==> src/multichannel_moving_average_decimator_core_defines.svh <==
// ============================================================================
// Assertion macros for the moving average decimator
// Concurrent checks clocked on clk and disabled while rst_n is low.
// ============================================================================
`ifndef MULTICHANNEL_MOVING_AVERAGE_DECIMATOR_CORE_DEFINES_SVH
`define MULTICHANNEL_MOVING_AVERAGE_DECIMATOR_CORE_DEFINES_SVH

`ifndef SYNTHESIS

// Condition holds at every clock edge
`define MMAD_ASSERT_ALWAYS(label, cond, msg) \
    label: assert property (@(posedge clk) disable iff (!rst_n) (cond)) \
        else $error(msg);

// Consequent holds in the same cycle as the antecedent
`define MMAD_ASSERT_IMPLIES(label, ante, cons, msg) \
    label: assert property (@(posedge clk) disable iff (!rst_n) (ante) |-> (cons)) \
        else $error(msg);

// Consequent holds in the cycle after the antecedent
`define MMAD_ASSERT_NEXT(label, ante, cons, msg) \
    label: assert property (@(posedge clk) disable iff (!rst_n) (ante) |=> (cons)) \
        else $error(msg);

`else

`define MMAD_ASSERT_ALWAYS(label, cond, msg)
`define MMAD_ASSERT_IMPLIES(label, ante, cons, msg)
`define MMAD_ASSERT_NEXT(label, ante, cons, msg)

`endif

`endif

==> src/mmad_pkg.sv <==
`timescale 1ns / 1ps
// ============================================================================
// mmad_pkg
// Shared types and constants of the multichannel moving average decimator.
// ============================================================================
package mmad_pkg;

    // Default configuration
    localparam int CHANNELS_DEF    = 9;
    localparam int WINDOW_DEF      = 50;
    localparam int SAMPLE_BITS_DEF = 12;

    // Fixed field widths
    localparam int CHAN_W   = 4;
    localparam int SAMPLE_W = 12;
    localparam int AVG_W    = 12;
    localparam int PERIOD_W = 10;

    // Update period after reset
    localparam logic [PERIOD_W-1:0] PERIOD_RESET = 10'd10;

    // Depth of the command queue between front and back
    localparam int CMD_DEPTH = 4;

    // Input transaction
    typedef struct packed {
        logic [CHAN_W-1:0]   channel;
        logic [SAMPLE_W-1:0] sample;
    } item_t;

    // Result transaction
    typedef struct packed {
        logic [CHAN_W-1:0] out_channel;
        logic [AVG_W-1:0]  average;
        logic              last;
    } result_t;

    // Back end sequencer states
    typedef enum logic [2:0] {
        ST_CLEAR = 3'b001,
        ST_RUN   = 3'b010,
        ST_EMIT  = 3'b100
    } back_state_t;

endpackage

==> src/mmad_front.sv <==
`timescale 1ns / 1ps
// ============================================================================
// mmad_front
// Accepts samples, drops unknown channels, tracks the write slot and the
// frame counter, and queues one history update command per valid sample.
// ============================================================================
module mmad_front #(
    parameter int CHANNELS    = mmad_pkg::CHANNELS_DEF,
    parameter int WINDOW      = mmad_pkg::WINDOW_DEF,
    parameter int SAMPLE_BITS = mmad_pkg::SAMPLE_BITS_DEF,
    localparam int CH_W   = (CHANNELS > 1) ? $clog2(CHANNELS) : 1,
    localparam int WP_W   = $clog2(WINDOW),
    localparam int ADDR_W = $clog2(CHANNELS * WINDOW),
    localparam int CMD_W  = CH_W + SAMPLE_BITS + ADDR_W + 1
) (
    input  logic                            clk,
    input  logic                            rst_n,
    input  logic                            push,
    input  mmad_pkg::item_t                 item,
    output logic                            full,
    input  logic                            cfg_we,
    input  logic [mmad_pkg::PERIOD_W-1:0]   cfg_wdata,
    input  logic                            busy,
    input  logic                            cmd_full,
    output logic                            cmd_push,
    output logic [CMD_W-1:0]                cmd_data
);

    typedef struct packed {
        logic [CH_W-1:0]        ch;
        logic [SAMPLE_BITS-1:0] smp;
        logic [ADDR_W-1:0]      addr;
        logic                   emit;
    } cmd_t;

    logic [mmad_pkg::PERIOD_W-1:0] period_reg;
    logic [WP_W-1:0]               wp_reg;
    logic [WP_W-1:0]               wp_next;
    logic [mmad_pkg::PERIOD_W-1:0] fc_reg;
    logic [mmad_pkg::PERIOD_W-1:0] fc_next;
    logic [mmad_pkg::PERIOD_W-1:0] fc_inc;
    logic                          accept;
    logic                          in_range;
    logic                          frame_end;
    logic                          emit;
    logic [CH_W-1:0]               ch;
    logic [31:0]                   smp_wide;
    cmd_t                          cmd;

    // Handshake: hold off while the command queue is full or the history is being cleared
    assign full   = cmd_full || busy;
    assign accept = push && !full;

    // Classify the transaction
    assign in_range  = (32'(item.channel) < CHANNELS);
    assign ch        = item.channel[CH_W-1:0];
    assign frame_end = in_range && (ch == CH_W'(CHANNELS - 1));
    assign fc_inc    = fc_reg + mmad_pkg::PERIOD_W'(1);
    assign emit      = frame_end && (fc_inc >= period_reg);

    // Slot position and frame counter after a completed frame
    assign wp_next = (wp_reg == WP_W'(WINDOW - 1)) ? '0 : wp_reg + WP_W'(1);
    assign fc_next = emit ? '0 : fc_inc;

    // Update command
    assign smp_wide = 32'(item.sample);
    always_comb
    begin
        cmd.ch   = ch;
        cmd.smp  = smp_wide[SAMPLE_BITS-1:0];
        cmd.addr = ADDR_W'(32'(ch) * WINDOW + 32'(wp_reg));
        cmd.emit = emit;
    end

    assign cmd_push = accept && in_range;
    assign cmd_data = cmd;

    // Configuration register
    always_ff @(posedge clk or negedge rst_n)
    begin
        if (!rst_n)
        begin
            period_reg <= mmad_pkg::PERIOD_RESET;
        end
        else if (cfg_we)
        begin
            period_reg <= cfg_wdata;
        end
    end

    // Frame tracking
    always_ff @(posedge clk or negedge rst_n)
    begin
        if (!rst_n)
        begin
            wp_reg <= '0;
            fc_reg <= '0;
        end
        else if (accept && frame_end)
        begin
            wp_reg <= wp_next;
            fc_reg <= fc_next;
        end
    end

endmodule

==> config.mk <==
export PLATFORM = sky130hd
export DESIGN_NAME = mmad_front
export DESIGN_NICKNAME = d
export VERILOG_FILES = /design/src/multichannel_moving_average_decimator_core_defines.svh /design/src/mmad_pkg.sv /design/src/mmad_front.sv
export SDC_FILE = /design/constraint.sdc
export NUM_CORES = 1
export LEC_CHECK = 0
export ABC_AREA = 1
export ABC_CLOCK_PERIOD_IN_PS = 2900
export BUFFER_PORTS_ARGS = -buffer_cell sky130_fd_sc_hd__buf_2
export CORE_UTILIZATION = 40
export CTS_CLUSTER_SIZE = 40
export DETAILED_ROUTE_END_ITERATION = 7
export SYNTH_ARGS = -nofsm -noshare
export SYNTH_HDL_FRONTEND = slang
export SYNTH_SLANG_ARGS = --single-unit
export TNS_END_PERCENT = 30
==> constraint.sdc <==
create_clock -name clk -period 2.9 [get_ports clk]
set_clock_uncertainty 0.2 [all_clocks]
set_input_delay 0.29 -clock clk [delete_from_list [all_inputs] [get_ports clk]]
set_output_delay 0.29 -clock clk [all_outputs]
set_load 0.005 [all_outputs]
==> impl_metrics.ini <==
[cts]
ctsRootBufferMaster = clkbuf_8
clock_latency_ns = 0.28
cts-htree-levels = 1
cts_tree = yes
clk_pin_slew_ns = 0.10
numCtsBuffers = 3
clockBufferDepth = 2
cts.sinks = 26

[synth]
synthDistinctLibCells = 26
synthCells = 303
synth_warnings = 0
syn_nets = 364
yosysSeqAreaShare = 0.291
syn_area_mm2 = 0.00224
syn_avg_cell_area_um2 = 7.41
synth_seq_cells = 26

[routing]
drcViolationCount = 0
avgViaCountPerCell = 4.56
drt-pass1-iter-count = 4
drt-total-wl_um = 4260
drt-initial-drc-count = 47
vias = 1802
avgRoutedWirePerCell_um = 10.8
antenna_left = 0

[floorplanning]
num_rows = 26
start_util = 0.426
die-area_mm2 = 0.00592
core_area_mm2 = 0.00527
io_pins = 60
die_x_um = 76.9
die_h_um = 76.9

[worst_setup_path]
critPathLaunchType = flip-flop
cp_slowest_cell = dfrtp_2
crit_required_ns = 2.41
cp-end-kind = output port
critPathArrivalTime_ns = 2.22
crit_chain = nand2_1 > nor2_2 > nand4_1 > nand2_1 > inv_1 > ha_1 > a21o_1 > nor2_1 > nand3_2 > nand2_1 > inv_1 > buf_2
critical_path_class = flip-flop to output port
crit_top_cell = nand2_1
crit_fanout = 5
max_stage_delay_ns = 0.43

[timing]
relSlewSlack = 0.487
finalHoldViolCount = 0
fin_crit_ns = 2.71
setup_violations = 0
fmax_mhz = 369
timing.final.crit_share = 0.933
worst_slew_pin_slew_ns = 0.764
holdWs_ns = 0.00923
finalMaxSlewViolations = 0

[finish]
multi_input_area_mm2 = 0.00127
final_util = 0.471
nFillCells = 570
area_delta_synth_final_pct = 10.5
layout-drive-gt1-share = 0.185
antenna_cells = 0
final_cells = 395
fin_nets = 387
ff_latch_area_um2 = 656

[grt]
gr-total-overflow = 0
gr-usage-met3 = 0.0333
grt_use_total = 0.161
busiest_layer = met2
antenna_found_initial = 0
grt_pass1_vias = 1769
grt_max_degree = 27
grtUsageMet2 = 0.276
use_met1 = 0.212
grt_pass1_wl_um = 7890

[hold_path]
worstHoldPathType = input port to flip-flop

[placed_design]
numPortBuffers = 35
placed_cells = 387
dp_hpwl_um = 3270
routabilityCongestion = 0.826

[power]
p_total_mw = 0.997
leakage_nw = 1.43
p_per_area_mw_per_mm2 = 402
vdd_drop_max_mv = 0.218

[outcome]
status = completed

[job]
cap_viol_max_count = 0
-- cell families after synthesis --
| family | synth area share |
|---|---|
| and+or+nand+nor | 0.261 |
| muxes | 0.00502 |
| DFF | 0.291 |
| AOI/OAI and AO/OA | 0.0596 |
| xor gates and xnor gates | 0.0546 |
| adders and majority gates | 0.168 |
| buffers and inverters | 0.161 |
-- cell usage after synthesis --
library cell,instances,area [um2]
dfstp_2,2,52.6
o21bai_1,1,7.51
inv_1,51,191
fa_1,2,40.0
nor4_4,1,21.3
a21o_1,3,22.5
xnor2_1,6,52.6
mux2_2,1,11.3
buf_6,2,22.5
xor2_1,8,70.1
o21ai_0,13,65.1
clkbuf_1,2,7.51
buf_4,18,135
nor3_2,1,10.0
nand2_1,83,312
ha_1,27,338
nor3_1,1,5.00
nand3_1,23,115
inv_2,1,3.75
a21oi_1,5,25.0
nand4_4,1,21.3
dfrtp_1,24,601
nand4_1,3,18.8
a211oi_1,1,7.51
nor2_1,22,82.6
a31oi_1,1,6.26
-- per-layer routing --
layer  wire [um]  part of all wire
met5           0                 0
met2        2030              0.48
met1        2090              0.49
met4          15            0.0035
met3         129             0.030
-- worst max-delay path: cells and delay by family, from the launching register on --
kind,cells,cell delay [ns]
flops,1,0.43
buf+inv,3,0.20
compound gates,1,0.18
simple gates,7,0.86
fa+ha+maj,1,0.28
-- what timing repair did --
| item | in CTS | in global routing |
|---|---|---|
| endpoints found under the hold margin | 24 | 0 |
| setup buffers | 0 | 3 |
| hold buffers | 1 | 0 |
| gates resized for setup | 0 | 13 |
| endpoints found under the setup margin | 0 | 1 |
-- where the power goes --
| group | internal [mW] | switching, mW |
|---|---|---|
| sequential | 0.394 | 0.0280 |
| clock | 0.122 | 0.125 |
| combinational | 0.149 | 0.179 |
-- area by class of cell --
class / count / area share
multi-input cells: 203 / 0.513
repair buffers: 40 / 0.0868
well taps: 70 / 0.0353
inverters: 52 / 0.0787
clock buffers: 4 / 0.0222
flip-flops and latches: 26 / 0.264
-- through the flow --
stage	TNS, ns	worst slack (ns)	cell area, um2
after CTS	0	0.0162	2410
after global routing	-0.0142	-0.0142	2480
after floorplan	0	0.516	2240
final	0	0.193	2480
after detailed placement	0	0.331	2350
after global placement	0	0.373	2350
-- final timing paths --
check / from / end / slack, ns / depth (start not counted)
worst max register to register: fc_reg[0] / fc_reg[2] / 0.55 / 15
worst max-delay path: fc_reg[2] / cmd_data[0] / 0.19 / 12
max in group asynchronous: rst_n / fc_reg[2] / 1.71 / 2
min in group asynchronous: rst_n / period_reg[8] / 0.34 / 2
worst min register to register: period_reg[3] / period_reg[3] / 0.30 / 2
worst min-delay path: cfg_wdata[5] / period_reg[5] / 0.009 / 3
-- cells in the final DEF (no fill, tap or decap) --
master	count
nand2_1	82
inv_1	51
buf_2	35
ha_1	26
dfrtp_1	22
nand3_1	21
nor2_1	18
o21ai_0	13
xor2_1	8
xnor2_1	6
a21oi_1	5
clkbuf_8	4
buf_4	4
nand4_1	3
a21o_1	3
nor2_4	2
nor2_2	2
nand3_2	2
fa_1	2
dfrtp_2	2
dfstp_2	2
nand2_4	1
o21bai_1	1
a31oi_1	1
inv_2	1
nor3_2	1
a211oi_1	1
nor4_4	1
nand4_4	1
mux2_2	1
nor3_1	1
ha_2	1
dlygate4sd3_1	1
Power figures use the tool's default switching activity.
