==> src/multichannel_moving_average_decimator_core_defines.svh <==
// ============================================================================
// Assertion macros for the moving average decimator
// Concurrent checks clocked on clk and disabled while rst_n is low.
// ============================================================================
`ifndef MULTICHANNEL_MOVING_AVERAGE_DECIMATOR_CORE_DEFINES_SVH
`define MULTICHANNEL_MOVING_AVERAGE_DECIMATOR_CORE_DEFINES_SVH

`ifndef SYNTHESIS

// Condition holds at every clock edge
`define MMAD_ASSERT_ALWAYS(label, cond, msg) \
    label: assert property (@(posedge clk) disable iff (!rst_n) (cond)) \
        else $error(msg);

// Consequent holds in the same cycle as the antecedent
`define MMAD_ASSERT_IMPLIES(label, ante, cons, msg) \
    label: assert property (@(posedge clk) disable iff (!rst_n) (ante) |-> (cons)) \
        else $error(msg);

// Consequent holds in the cycle after the antecedent
`define MMAD_ASSERT_NEXT(label, ante, cons, msg) \
    label: assert property (@(posedge clk) disable iff (!rst_n) (ante) |=> (cons)) \
        else $error(msg);

`else

`define MMAD_ASSERT_ALWAYS(label, cond, msg)
`define MMAD_ASSERT_IMPLIES(label, ante, cons, msg)
`define MMAD_ASSERT_NEXT(label, ante, cons, msg)

`endif

`endif

==> src/mmad_fifo.sv <==
`timescale 1ns / 1ps
// ============================================================================
// mmad_fifo
// Small register queue with occupancy count; depth is a power of two.
// ============================================================================
module mmad_fifo #(
    parameter int WIDTH = 8,
    parameter int DEPTH = 4,
    localparam int PTR_W = $clog2(DEPTH),
    localparam int CNT_W = $clog2(DEPTH + 1)
) (
    input  logic             clk,
    input  logic             rst_n,
    input  logic             push,
    input  logic [WIDTH-1:0] din,
    output logic             full,
    input  logic             pop,
    output logic [WIDTH-1:0] dout,
    output logic             empty,
    output logic [CNT_W-1:0] count
);

    logic [WIDTH-1:0] mem_reg [DEPTH];
    logic [PTR_W-1:0] wr_ptr_reg;
    logic [PTR_W-1:0] rd_ptr_reg;
    logic [CNT_W-1:0] count_reg;
    logic             do_push;
    logic             do_pop;

    assign full    = (count_reg == CNT_W'(DEPTH));
    assign empty   = (count_reg == '0);
    assign do_push = push && !full;
    assign do_pop  = pop && !empty;
    assign dout    = mem_reg[rd_ptr_reg];
    assign count   = count_reg;

    // Storage
    always_ff @(posedge clk)
    begin
        if (do_push)
        begin
            mem_reg[wr_ptr_reg] <= din;
        end
    end

    // Pointers and occupancy
    always_ff @(posedge clk or negedge rst_n)
    begin
        if (!rst_n)
        begin
            wr_ptr_reg <= '0;
            rd_ptr_reg <= '0;
            count_reg  <= '0;
        end
        else
        begin
            if (do_push)
            begin
                wr_ptr_reg <= wr_ptr_reg + PTR_W'(1);
            end
            if (do_pop)
            begin
                rd_ptr_reg <= rd_ptr_reg + PTR_W'(1);
            end
            if (do_push && !do_pop)
            begin
                count_reg <= count_reg + CNT_W'(1);
            end
            else if (do_pop && !do_push)
            begin
                count_reg <= count_reg - CNT_W'(1);
            end
        end
    end

endmodule

==> config.mk <==
export PLATFORM = sky130hd
export DESIGN_NAME = mmad_fifo
export DESIGN_NICKNAME = d
export VERILOG_FILES = /design/src/multichannel_moving_average_decimator_core_defines.svh /design/src/mmad_fifo.sv
export SDC_FILE = /design/constraint.sdc
export NUM_CORES = 1
export LEC_CHECK = 0
export ABC_AREA = 0
export BUFFER_PORTS_ARGS = -buffer_cell sky130_fd_sc_hd__buf_2
export CAP_MARGIN = 20
export CORE_UTILIZATION = 45
export DETAILED_ROUTE_END_ITERATION = 10
export MAX_ROUTING_LAYER = met4
export PLACE_DENSITY = 0.65
export SYNTH_ARGS = -nofsm -noshare
export SYNTH_HDL_FRONTEND = slang
export SYNTH_SLANG_ARGS = --single-unit
==> constraint.sdc <==
create_clock -name clk -period 2.55 [get_ports clk]
set_clock_uncertainty 0.15 [all_clocks]
set_input_delay 0.1275 -clock clk [delete_from_list [all_inputs] [get_ports clk]]
set_output_delay 0.1275 -clock clk [all_outputs]
set_load 0.05 [all_outputs]
==> metrics.md, run 1 <==
| Metric | Value |
|---|---|
| Arr. time, crit path | `2.31 ns` |
| Slew HR | `58.22%` |
| R2r setup slk | `0.36 ns` |
| Cts bufs inserted | `5` |
| RSZ-0062 raised after global routing | `no` |
| Area grow syn2layout | `23.39%` |
| Synth Area in XOR/XNOR | `3.307%` |
| Hold path start | `push` |
| First-pass GRT wire length | `3.974 mm` |
| Number of I/O port buffers | `24` |
| Setup TNS | `0 ns` |
| Synthesis-stage register bit count | `39` |
| Die height | `61.43 um` |
| Synth Area per Inst | `20.64 um^2` |
| Hold Vio Cnt, Final | `0` |
| Htree depth | `2` |
| Post-synthesis compound-gate area fraction | `0%` |
| PD cells | `1285 nW/um^2` |
| Clock sink count | `39` |
| Max-slew violations | `0` |
| Final setup violation count | `0` |
| WL final | `2.546 mm` |
| Worst hold path endpoint | `wr_ptr_reg[0]` |
| Most frequent cells in the layout | `edfxtp_1, buf_2, dlygate4sd3_1, mux4_2, clkbuf_4` |
| R2R Path End | `count[2]` |
| CTS root buf | `clkbuf_4` |
| DPL Wire Length | `1.682 mm` |
| CP required | `2.67 ns` |
| Row count | `21` |
| Fraction of layout cells with a size suffix above 1 | `45.30%` |
| Adder-cell area share of the yosys netlist | `5.197%` |
| Reg2reg start | `count[2]` |
| Initial DRC count | `27` |
| GP Congestion | `0.6948` |
| CP startpoint kind | `register` |
| Distinct cells, synth | `20` |
| Post-cts resize count | `0` |
| Die width | `61.43 um` |
| Crit share post-route | `85.89%` |
| Final min period | `2.190 ns` |
| Remaining global-route overflow | `0` |
| Peak VDD IR | `0.7015 mV` |
| P_leak | `0.7371 nW` |
| Gr usage total | `16.49%` |
| Mux cell area share after synthesis | `12.99%` |
| Clk_lat worst skew | `0.34 ns` |
| Sequential share of the synthesized area | `71.50%` |
| Filler Cell Count | `299` |
| Maximum clock rate | `456.6 MHz` |
| DR vias | `800` |
| Worst-path clk slew | `0.11 ns` |
| IO Pins | `25` |
| Most common cell after layout, fill and taps aside | `edfxtp_1` |
| Crit path capture type | `register` |
| Final net count | `134` |
| Hold Path Class | `in2reg` |
| Slew at the pin closest to its max-slew limit | `0.6268 ns` |
| Total Die Area | `3773 um^2` |
| Hold Crit Depth | `3` |
| Cell area after synthesis | `1589 um^2` |
| DR WL/cell | `15.62 um` |
| Largest register FFs | `32` |
| Max clock buf depth | `2` |
| N_diodes | `0` |
| Starting Density | `47.25%` |
| First-pass detailed-route iteration total | `4` |
| Syn nets | `95` |
| Status | `complete, no violations` |
| Vias per cell | `4.908` |
| Reg2Reg Depth | `8` |
| Post-DRT Antenna Nets | `0` |
| Simple-gate share of the synthesized area | `5.039%` |
| # Max-Cap Violations | `0` |
| CP startpoint | `count[2]` |
| Main combinational cell family by area after synthesis | `multiplexers` |
| TritonCTS clock tree | `built` |
| Max Fanout on Critical Path | `7` |
| Pin count of the biggest net entering global routing | `13` |
| Antenna violations before repair | `0` |
| DR DRC count | `0` |
| Core footprint | `3363 um^2` |
| Critical path class | `reg2reg` |
| Hold Slack | `0.09773 ns` |
| Yosys Warn Count | `0` |
| Synth Instances | `77` |
| Vias in the first global route | `819` |
==> metal layers <==
metal  track usage, %  routed length [um]  vias to the layer above
li1                 -                   -                      374
met1            21.00                1074                      401
met2            24.38                1318                       18
met3            4.412                  96                        7
met4            8.571                  56                        0
met5                -                   0                        -
==> synth_stat cells <==
library cell / instances / share of area (%)
edfxtp_1: 32 / 60
mux4_2: 8 / 11
dfrtp_1: 7 / 11
ha_1: 5 / 3.9
and2_2: 4 / 1.9
xnor2_1: 4 / 2.2
inv_1: 3 / 0.71
xor2_1: 2 / 1.1
buf_2: 1 / 0.31
buf_6: 1 / 0.71
clkbuf_1: 1 / 0.24
fa_1: 1 / 1.3
mux2_2: 1 / 0.71
mux2_4: 1 / 0.94
nand2b_1: 1 / 0.39
nand3b_1: 1 / 0.47
nor2_1: 1 / 0.24
nor2b_2: 1 / 0.55
nor3_1: 1 / 0.31
nor3b_4: 1 / 1.2
==> worst max-delay path: stages (launching register included) <==
cell     delay (ns)
dfrtp_2        0.46
nor3b_4        0.17
nor2b_2        0.27
ha_2           0.24
inv_1          0.05
fa_1           0.36
xor2_1         0.15
nor2_1         0.11
xor2_1         0.15
==> metrics by stage <==
| stage | power (mW) | worst slack, ns | instance area (um^2) | utilization [%] | std cells |
|---|---|---|---|---|---|
| after floorplan | 1.889 | 0.01935 | 1607 | - | 77 |
| after global placement | 2.093 | 0.4422 | 1764 | 52.46 | 144 |
| after detailed placement | 2.113 | 0.3675 | 1764 | 52.46 | 144 |
| after CTS | 2.550 | 0.3298 | 1961 | 58.30 | 163 |
| after global routing | 2.664 | 0.2435 | 1961 | 58.30 | 163 |
| final | 2.520 | 0.3599 | 1961 | 58.30 | 163 |
==> where the power goes <==
| group | internal [mW] | switching, mW |
|---|---|---|
| combinational | 0.384 | 0.675 |
| sequential | 0.867 | 0.168 |
| clock | 0.232 | 0.194 |
==> cells by family after synthesis <==
| kind of cell | Yosys count |
|---|---|
| XOR/XNOR | 6 |
| adder cells (fa/ha/maj) | 6 |
| buffers and inverters | 6 |
| flip-flops | 39 |
| multiplexers | 10 |
| AND/OR/NAND/NOR | 10 |
==> worst max-delay path by stage <==
stage | end | slack (ns) | cells past startpoint
after floorplan | count[1] | 0.02 | 7
after global placement | count[2] | 0.44 | 8
after detailed placement | count[2] | 0.37 | 8
after CTS | dout[7] | 0.33 | 2
after global routing | count[2] | 0.24 | 8
final | count[2] | 0.36 | 8
==> final cells by class <==
| cell class | count | area (um^2) | share of cell area [%] |
|---|---|---|---|
| clock inverters | 2 | 35.03 | 1.787 |
| inverters | 3 | 11.26 | 0.5743 |
| flip-flops and latches | 39 | 1140 | 58.14 |
| multi-input cells | 32 | 435.4 | 22.21 |
| repair buffers | 35 | 230.2 | 11.74 |
| well taps | 46 | 57.56 | 2.936 |
| clock buffers | 6 | 51.30 | 2.616 |
==> repair_timing <==
| item | CTS | global route |
|---|---|---|
| hold buffers | 11 | 0 |
| setup buffers | 0 | 0 |
| endpoints found under the hold margin | 41 | 0 |
No activity file was read; power rests on OpenSTA's default activity.
==> inputs of run 2 (changes only) <==
CORE_UTILIZATION = 59   (was 45)
PLACE_DENSITY = 0.82   (was 0.65)
clock period = 2.8 ns   (was 2.55 ns; I/O delays follow)
==> metrics.md, run 2 (synthesis gave the netlist of run 1 again) <==
| Metric | Value |
|---|---|
| Status | `complete, no violations (unchanged)` |
| Crit share post-route | `80.81% (was 85.89%)` |
| First-pass GRT wire length | `3.657 mm (was 3.974 mm)` |
| Setup crit end | `count[2] (unchanged)` |
| Peak VDD IR | `1.016 mV (was 0.7015 mV)` |
| Number of I/O port buffers | `24 (unchanged)` |
| Htree depth | `2 (unchanged)` |
| Final core occ | `76.08% (was 58.30%)` |
| Clk_lat worst skew | `0.33 ns (was 0.34 ns)` |
| Critical path class | `reg2reg (unchanged)` |
| Worst-path clk slew | `0.10 ns (was 0.11 ns)` |
| Reg2reg start | `count[2] (unchanged)` |
| IO Pins | `25 (unchanged)` |
| Placed cell areas | `1738 um^2 (was 1764 um^2)` |
| Crit path max-delay cell type | `dfrtp_1 (was dfrtp_2)` |
| Reg2Reg Depth | `8 (unchanged)` |
| Row count | `18 (was 21)` |
| Max Fanout on Critical Path | `7 (unchanged)` |
| Crit path capture type | `register (unchanged)` |
| N_diodes | `0 (unchanged)` |
| Post-DRT Antenna Nets | `0 (unchanged)` |
| Core footprint | `2500 um^2 (was 3363 um^2)` |
| Maximum clock rate | `442.0 MHz (was 456.6 MHz)` |
| Final setup margin | `0.5374 ns (was 0.3599 ns)` |
| Slew at the pin closest to its max-slew limit | `0.6014 ns (was 0.6268 ns)` |
| Final min period | `2.263 ns (was 2.190 ns)` |
| PD cells | `1141 nW/um^2 (was 1285 nW/um^2)` |
| Slew HR | `59.91% (was 58.22%)` |
| DR WL/cell | `16.25 um (was 15.62 um)` |
| Final net count | `134 (unchanged)` |
| Delay-heaviest family, CP | `adder cells (unchanged)` |
| Final Cell Area | `1902 um^2 (was 1961 um^2)` |
| Post-CTS repair timing setup buffer count | `0 (unchanged)` |
| DR vias | `780 (was 800)` |
| Final setup violation count | `0 (unchanged)` |
| Vias per cell | `5.306 (was 4.908)` |
| CP cell instances | `nor3b_4, nor2b_2, ha_1, inv_1, fa_1, xor2_1, nor2_1, xor2_1 (was nor3b_4, nor2b_2, ha_2, inv_1, fa_1, xor2_1, nor2_1, xor2_1)` |
| Hold Path Class | `in2reg (unchanged)` |
| Most common cell after layout, fill and taps aside | `edfxtp_1 (unchanged)` |
| Area grow syn2layout | `19.68% (was 23.39%)` |
| CP startpoint kind | `register (unchanged)` |
| Crit-path max cell delay | `0.45 ns (was 0.46 ns)` |
| Remaining global-route overflow | `0 (unchanged)` |
| Vias in the first global route | `765 (was 819)` |
| Arr. time, crit path | `2.37 ns (was 2.31 ns)` |
| Die height | `53.90 um (was 61.43 um)` |
| Clock sink count | `39 (unchanged)` |
| Gr usage total | `20.42% (was 16.49%)` |
| Pwr Total | `2.171 mW (was 2.520 mW)` |
| R2R Path End | `count[2] (unchanged)` |
| CP Buf/Inv Count | `1 (unchanged)` |
| Pin count of the biggest net entering global routing | `13 (unchanged)` |
| Antenna violations before repair | `0 (unchanged)` |
| Cells after DPL | `128 (was 144)` |
| DPL Wire Length | `1.595 mm (was 1.682 mm)` |
| Largest register FFs | `32 (unchanged)` |
| P_leak | `0.7217 nW (was 0.7371 nW)` |
| Hold Vio Cnt, Final | `0 (unchanged)` |
| Most frequent cells in the layout | `edfxtp_1, buf_2, dlygate4sd3_1, mux4_2, dfrtp_1 (was edfxtp_1, buf_2, dlygate4sd3_1, mux4_2, clkbuf_4)` |
| R2r setup slk | `0.54 ns (was 0.36 ns)` |
| Total Die Area | `2905 um^2 (was 3773 um^2)` |
| Non-filler cells, final | `147 (was 163)` |
| Cts bufs inserted | `5 (unchanged)` |
| CP required | `2.91 ns (was 2.67 ns)` |
| Hold path start | `push (unchanged)` |
| WL final | `2.389 mm (was 2.546 mm)` |
| RSZ-0062 raised after global routing | `no (unchanged)` |
| Initial DRC count | `14 (was 27)` |
| Hold Slack | `0.1186 ns (was 0.09773 ns)` |
| Starting Density | `63.56% (was 47.25%)` |
| # Max-Cap Violations | `0 (unchanged)` |
| Max-slew violations | `0 (unchanged)` |
| TritonCTS clock tree | `built (unchanged)` |
| CP startpoint | `count[2] (unchanged)` |
| DR DRC count | `0 (unchanged)` |
| GP Congestion | `0.6215 (was 0.6948)` |
| CTS root buf | `clkbuf_4 (unchanged)` |
| First-pass detailed-route iteration total | `3 (was 4)` |
| Levels on crit path | `8 (unchanged)` |
| Setup TNS | `0 ns (unchanged)` |
| Pre-CTS WS | `0.5407 ns (was 0.3675 ns)` |
| Max clock buf depth | `2 (unchanged)` |
| Most frequent CP cell | `xor2_1 (unchanged)` |
| Post-cts resize count | `0 (unchanged)` |
| Die width | `53.90 um (was 61.43 um)` |
| Fraction of layout cells with a size suffix above 1 | `41.03% (was 45.30%)` |
-- run 2: cell count changes in the layout (fill, tap and decap cells not counted), sizes merged --
cell	before	now
bufinv	1	0
clkinvlp	0	1
-- run 2: routing by layer --
layer | track usage, % | vias up | wire length (um)
met5 | - | - | 0
met4 | 7.895 | 0 | 41
met3 | 7.910 | 4 | 97
met2 | 29.42 | 13 | 1206
met1 | 26.07 | 391 | 1043
li1 | - | 372 | -
-- run 2: worst min-delay path by stage --
stage	depth (start not counted)	slack, ns	to
floorplan	0	-0.31	count[0]
global placement	1	-0.17	rd_ptr_reg[0]
CTS	3	0.1	wr_ptr_reg[0]
global route	3	0.11	wr_ptr_reg[0]
detailed placement	1	-0.16	rd_ptr_reg[1]
finish	3	0.12	wr_ptr_reg[0]
-- run 2: final cells by class --
cell class              count  area [um^2]
flip-flops and latches     39         1136
clock buffers               6        41.29
well taps                  30        37.54
clock inverters             2        12.51
multi-input cells          32        432.9
inverters                   3        11.26
fillers                   146        598.1
repair buffers             35        230.2
-- run 2: worst reg2reg max path, stage by stage (launching register included) --
cell     delay [ns]
dfrtp_1        0.45
nor3b_4        0.18
nor2b_2        0.29
ha_1           0.25
inv_1          0.06
fa_1           0.38
xor2_1         0.15
nor2_1         0.12
xor2_1         0.16
-- run 2: timing repair --
| action | in CTS | in global routing |
|---|---|---|
| hold buffers | 11 | 0 |
| hold endpoints to repair | 40 | 0 |
| setup endpoints to repair | 0 | 0 |
-- run 2: power breakdown --
part           switching, mW  total [mW]  internal, mW
Combinational          0.616       0.961         0.346
Clock                  0.176       0.273        0.0970
Sequential             0.152       0.936         0.785
Total                  0.943        2.17          1.23
